File: config.mk
export PLATFORM = sky130hd
export DESIGN_NAME = pdp_res_queue
export DESIGN_NICKNAME = d
export VERILOG_FILES = /design/src/pdp_pkg.sv /design/src/pdp_res_queue.sv
export SDC_FILE = /design/constraint.sdc
export NUM_CORES = 1
export LEC_CHECK = 0
export CAP_MARGIN = 5
export CORE_ASPECT_RATIO = 2
export CORE_MARGIN = 2
export CORE_UTILIZATION = 35
export CTS_CLUSTER_SIZE = 30
export DETAILED_ROUTE_END_ITERATION = 12
export DONT_BUFFER_PORTS = 1
export SLEW_MARGIN = 20
export SYNTH_ARGS = -nofsm -noshare
export SYNTH_HDL_FRONTEND = slang
export SYNTH_SLANG_ARGS = --single-unit
export TNS_END_PERCENT = 1
File: constraint.sdc
create_clock -name clk_i -period 4.26 [get_ports clk_i]
set_input_delay 0.213 -clock clk_i [delete_from_list [all_inputs] [get_ports clk_i]]
set_output_delay 0.213 -clock clk_i [all_outputs]
set_load 0.03 [all_outputs]
File: src/pdp_pkg.sv
// Shared types, codes and widths of the pixel density projection block.
package pdp_pkg;

  localparam int CFG_W  = 11;
  localparam int CFG_IW = 2;
  localparam int PIX_W  = 8;
  localparam int IDX_W  = 10;
  localparam int CNT_W  = 11;
  localparam int ROW_W  = 11;
  localparam int QUAD_W = 21;
  localparam int VAL_W  = 21;
  localparam int NQUAD  = 4;

  localparam int DEF_MAX_WIDTH  = 1024;
  localparam int DEF_MAX_HEIGHT = 1024;

  localparam logic [CFG_W-1:0] WIDTH_RST  = 11'd640;
  localparam logic [CFG_W-1:0] HEIGHT_RST = 11'd480;

  localparam logic [PIX_W-1:0] LIT_MASK = 8'hf8;

  // Result queue depth, counted in result groups.
  localparam int QDEPTH = 4;
  localparam int QPW    = $clog2(QDEPTH);
  localparam int QCW    = $clog2(QDEPTH + 1);

  typedef logic [1:0] cmd_t;
  localparam cmd_t CMD_PIXEL = 2'd0;
  localparam cmd_t CMD_READ  = 2'd1;
  localparam cmd_t CMD_CLEAR = 2'd2;

  typedef logic [1:0] kind_t;
  localparam kind_t KIND_ROW  = 2'd0;
  localparam kind_t KIND_QUAD = 2'd1;
  localparam kind_t KIND_COL  = 2'd2;

  typedef logic [CFG_IW-1:0] reg_idx_t;
  localparam reg_idx_t REG_FRAME_WIDTH  = 2'd0;
  localparam reg_idx_t REG_FRAME_HEIGHT = 2'd1;
  localparam reg_idx_t REG_CENTER_X     = 2'd2;
  localparam reg_idx_t REG_CENTER_Y     = 2'd3;

  // Kind of result group held in one queue entry.
  typedef enum logic [1:0] {
    GRP_COL,
    GRP_ROW,
    GRP_FRAME
  } grp_e;

  typedef struct packed {
    grp_e                         grp;
    logic [IDX_W-1:0]             index;
    logic [VAL_W-1:0]             value;
    logic [NQUAD-1:0][QUAD_W-1:0] quads;
  } res_grp_t;

  // Request to the column store, issued in the cycle an item is accepted.
  typedef struct packed {
    logic rd_en;
    logic inc;
    logic clear;
  } col_ctl_t;

endpackage

File: src/pdp_res_queue.sv
// Queue of result groups that issues one result per output transfer.
module pdp_res_queue (
  input  logic                          clk_i,
  input  logic                          rst_ni,
  input  logic                          push_i,
  input  pdp_pkg::res_grp_t             grp_i,
  output logic [pdp_pkg::QCW-1:0]       cnt_o,
  output logic                          valid_o,
  input  logic                          ready_i,
  output pdp_pkg::kind_t                kind_o,
  output logic [pdp_pkg::IDX_W-1:0]     index_o,
  output logic [pdp_pkg::VAL_W-1:0]     value_o,
  output logic                          last_o
);
  import pdp_pkg::*;

  localparam logic [2:0] BEAT_LAST = 3'd4;

  res_grp_t         ent_q [QDEPTH];
  logic [QPW-1:0]   wr_ptr_q;
  logic [QPW-1:0]   rd_ptr_q;
  logic [QCW-1:0]   cnt_q;
  logic [2:0]       beat_q;
  res_grp_t         head;
  logic [1:0]       qsel;
  logic             xfer;
  logic             pop;

  assign head    = ent_q[rd_ptr_q];
  assign qsel    = 2'(beat_q - 3'd1);
  assign valid_o = (cnt_q != '0);
  assign cnt_o   = cnt_q;
  assign xfer    = valid_o && ready_i;
  assign pop     = xfer && last_o;

  always_comb begin
    kind_o  = KIND_COL;
    index_o = head.index;
    value_o = head.value;
    last_o  = 1'b1;
    case (head.grp)
      GRP_COL: begin
        kind_o = KIND_COL;
      end
      GRP_ROW: begin
        kind_o = KIND_ROW;
      end
      GRP_FRAME: begin
        if (beat_q == '0) begin
          kind_o = KIND_ROW;
          last_o = 1'b0;
        end else begin
          kind_o  = KIND_QUAD;
          index_o = IDX_W'(qsel);
          value_o = head.quads[qsel];
          last_o  = (beat_q == BEAT_LAST);
        end
      end
      default: begin
        kind_o = KIND_COL;
      end
    endcase
  end

  always_ff @(posedge clk_i) begin
    if (push_i) begin
      ent_q[wr_ptr_q] <= grp_i;
    end
  end

  always_ff @(posedge clk_i or negedge rst_ni) begin
    if (!rst_ni) begin
      wr_ptr_q <= '0;
      rd_ptr_q <= '0;
      cnt_q    <= '0;
      beat_q   <= '0;
    end else begin
      if (push_i) begin
        wr_ptr_q <= wr_ptr_q + QPW'(1);
      end
      if (pop) begin
        rd_ptr_q <= rd_ptr_q + QPW'(1);
        beat_q   <= '0;
      end else if (xfer) begin
        beat_q <= beat_q + 3'd1;
      end
      case ({push_i, pop})
        2'b10:   cnt_q <= cnt_q + QCW'(1);
        2'b01:   cnt_q <= cnt_q - QCW'(1);
        default: cnt_q <= cnt_q;
      endcase
    end
  end

  a_no_overflow: assert property (@(posedge clk_i) disable iff (!rst_ni)
    !(push_i && cnt_q == QCW'(QDEPTH)))
    else $error("result group pushed into a full queue");

  a_beat_only_frame: assert property (@(posedge clk_i) disable iff (!rst_ni)
    (beat_q != '0) |-> (valid_o && head.grp == GRP_FRAME))
    else $error("beat counter advanced on a single-result group");

  a_cnt_bound: assert property (@(posedge clk_i) disable iff (!rst_ni)
    cnt_q <= QCW'(QDEPTH))
    else $error("queue count beyond depth");

endmodule

==> key figures <==
Run status
  – Outcome: complete, no violations

Clock network
  – Clk root buf: clkbuf_16
  – Cts hold-fix bufs: between 100 and 150
  – H-tree depth: 2
  – Worst-Skew Late Latency: approximately 0.55 ns
  – Clk buf depth: 3
  – CTS tree: done
  – Clk pin slew, worst setup/hold paths: 0.06 ns
  – # Post-CTS Setup Buffers: 0
  – Post_cts resized: 0
  – CTS sink cnt: 478
  – Num CTS Buffers: 42

Critical path
  – Reg2Reg Launch Point: rd_ptr_q[0]
  – Setup crit start kind: flip-flop
  – WP data required: 4.05 ns
  – Worst Path Arrival: ~3.3 ns
  – Worst Setup SP: beat_q[0]
  – Worst Setup Path Type: reg2out
  – Worst Setup End Kind: primary output
  – CP Max Fanout: 31

Die
  – Row Count: 118
  – CORE AREA: 0.0518 mm2
  – Ports: 159
  – Die span in x: 166 um
  – Die footprint: 0.0545 mm2
  – Die height: 328 um
  – Initial Utilization: 35.5%

STA
  – Max-slew headroom: 46.4%
  – Final setup viols: 0
  – Final-report hold violation count: 0
  – Max Slew Vio Count: 0
  – Crit path time final: around 3.5 ns
  – Fin worst setup slack: about 0.75 ns
  – Fmax: 0.285 GHz
  – Final period util: 82.4%
  – Worst Skew: 0.0159 ns
  – Final setup TNS: 0 ns
  – WHS: 0.0716 ns
  – Worst-Margin Slew: 0.801 ns
  – Unrepaired setup endpoints after global routing: false

Global routing
  – Vias in the first global route: 9,243
  – Grt ovf: 0
  – Largest net degree at the start of global routing: about 80
  – First-pass GRT wire length: about 61,000 um
  – GRT Overall Usage: 15.3%
  – Initial antenna violation count: 2

Layout
  – Layout fillers: between 4,000 and 5,000
  – Layout cell share with drive strength beyond 1: 20.5%
  – N_diodes: 0
  – Register area: 0.0143 mm2
  – Area delta synth->final: 18.4%
  – Nets@finish: around 1,100
  – Footprint of the multi-input gates: 0.00385 mm2

Placement
  – Detailed Place HPWL: approximately 26,000 um
  – Port Buf Inserts: 0
  – DP Worst Slack: 1.28 ns
  – Final Wtd Congestion: between 0.7 and 0.8

Detailed routing
  – DRC violations left: 0
  – DR vias: 8,360
  – Drt first pass iters: 5
  – DRT Wirelength: 41,300 um
  – DR iter-0 viols: 489
  – WL/cell: 25.1 um
  – Antenna-violating nets left: 0
  – Via density: a little over 5

Synth
  – Most common flop cell mapped by yosys: edfxtp_1
  – Flops & latches, synth: 478
  – Post-synthesis cell count: approximately 810
  – Area leader, netlist: edfxtp_1
  – Area share of the leading cell type in the synthesized netlist: 76.4%
  – Cell variety after synth: 37
  – Yosys warning total: 0
  – Top-count cell post-synth: edfxtp_1
  – Avg Cell Area, Syn: 22.7 um2
  – Post-synth top cells: edfxtp_1 (468), mux4_2 (115), mux2i_1 (41), nor2_1 (41), a211o_1 (20)
  – Synth area leaders: edfxtp_1 (76%), mux4_2 (14%), mux2i_1 (2.2%)
  – Syn nets: roughly 940
  – Sequential share of the synthesized area: between 70 and 80%
  – Post-synth EDFFs: 468
  – Mapped Area: 0.0184 mm2
  – Ys async rst share: 2.09%

Worst hold path
  – Worst hold path class: in2async

Job
  – MaxCap Viol Count: 0

Power and ir drop
  – Leakage: 0.00704 uW
  – PwrDens: 698 mW/mm2
  – VDD IR-drop max: 0.000493 V
-- registers in the layout, summed over array words and instances (netlist names) --
name	cells
ent_q	468
cnt_o	3
beat_q	3
rd_ptr_q	2
wr_ptr_q	2
-- path summary, 6_finish.rpt --
path | end | slack (ns) | cells after the start
worst max-delay path | value_o[15] | 0.75 | 7
worst min-delay path | beat_q[2] | 0.07 | 1
worst max register to register | cnt_o[2] | 1.41 | 10
worst min register to register | beat_q[1] | 0.52 | 2
max in group asynchronous | rd_ptr_q[0] | 3.79 | 1
min in group clk_i | ent_q[0][97] | 0.17 | 1
-- area by class of cell --
cell class                      count  area share, %
Clock inverter                     15          0.586
Timing Repair Buffer              138           6.59
Clock buffer                       58           5.44
Inverter                           13          0.224
Sequential cell                   478           65.7
Multi-Input combinational cell    283           17.7
Tap cell                          660           3.79
-- per-stage QoR --
step	instances	total power [uW]	instance area [um2]	util [%]
finish	1645	15200	21800	42.0
global route	1645	15900	21800	42.0
CTS	1645	15500	21800	42.0
detailed placement	1452	11700	19300	37.2
global placement	1452	11700	19300	37.2
floorplan	812	10200	18400	-
-- power by group --
part	total (uW)	switching (uW)	internal [uW]
registers	6390	243	6150
logic	5140	3140	1990
clock network	3670	1610	2060
-- per-layer routing --
layer / routed length (um) / part of all wire (%) / global-route usage, %
met5: 28 / 0.068 / 0
met4: 1480 / 3.6 / 6.33
met3: 1730 / 4.2 / 2.69
met2: 23100 / 56 / 29.0
met1: 15000 / 36 / 16.7
-- cells by family (layout without fill, tap and decap cells) --
logic type,Yosys count,count (layout),share of synthesized area (%)
AO/OA/AOI/OAI,35,35,1.49
AND/OR/NAND/NOR,74,74,1.80
buffers and inverters,51,224,1.51
multiplexers,158,158,16.4
flip-flops,478,478,77.8
XOR/XNOR,6,6,0.286
adder cells (fa/ha/maj),10,10,0.721
-- worst max-delay path, stage by stage (launching register included) --
cell and delay (ns):
dfrtp_1 0.50, inv_2 0.11, ha_4 0.71, buf_12 0.27, nand2b_1 0.13, o22ai_1 0.07
or4_1 0.51, o211ai_1 0.40
-- cell usage in the layout, fill, tap and decap left out, types with 2 or more instances in the layout --
cell type and count:
edfxtp_1 468, dlygate4sd3_1 120, mux4_2 115, clkbuf_16 45, nor2_1 41, mux2i_1 41, a211o_1 20, clkbuf_1 12
inv_1 11, nand2_1 11, buf_4 10, and2_1 8, ha_1 8, dfrtp_1 8, buf_12 8, clkinv_2 6
and2_4 4, xor2_1 4, o21ai_0 4, clkinv_1 4, o211ai_1 3, nand2b_1 3, clkinvlp_4 3, inv_2 2
mux2_2 2, xnor2_1 2, bufinv_16 2, dfrtp_4 2
Note: power is estimated with default switching activity, not from simulation.
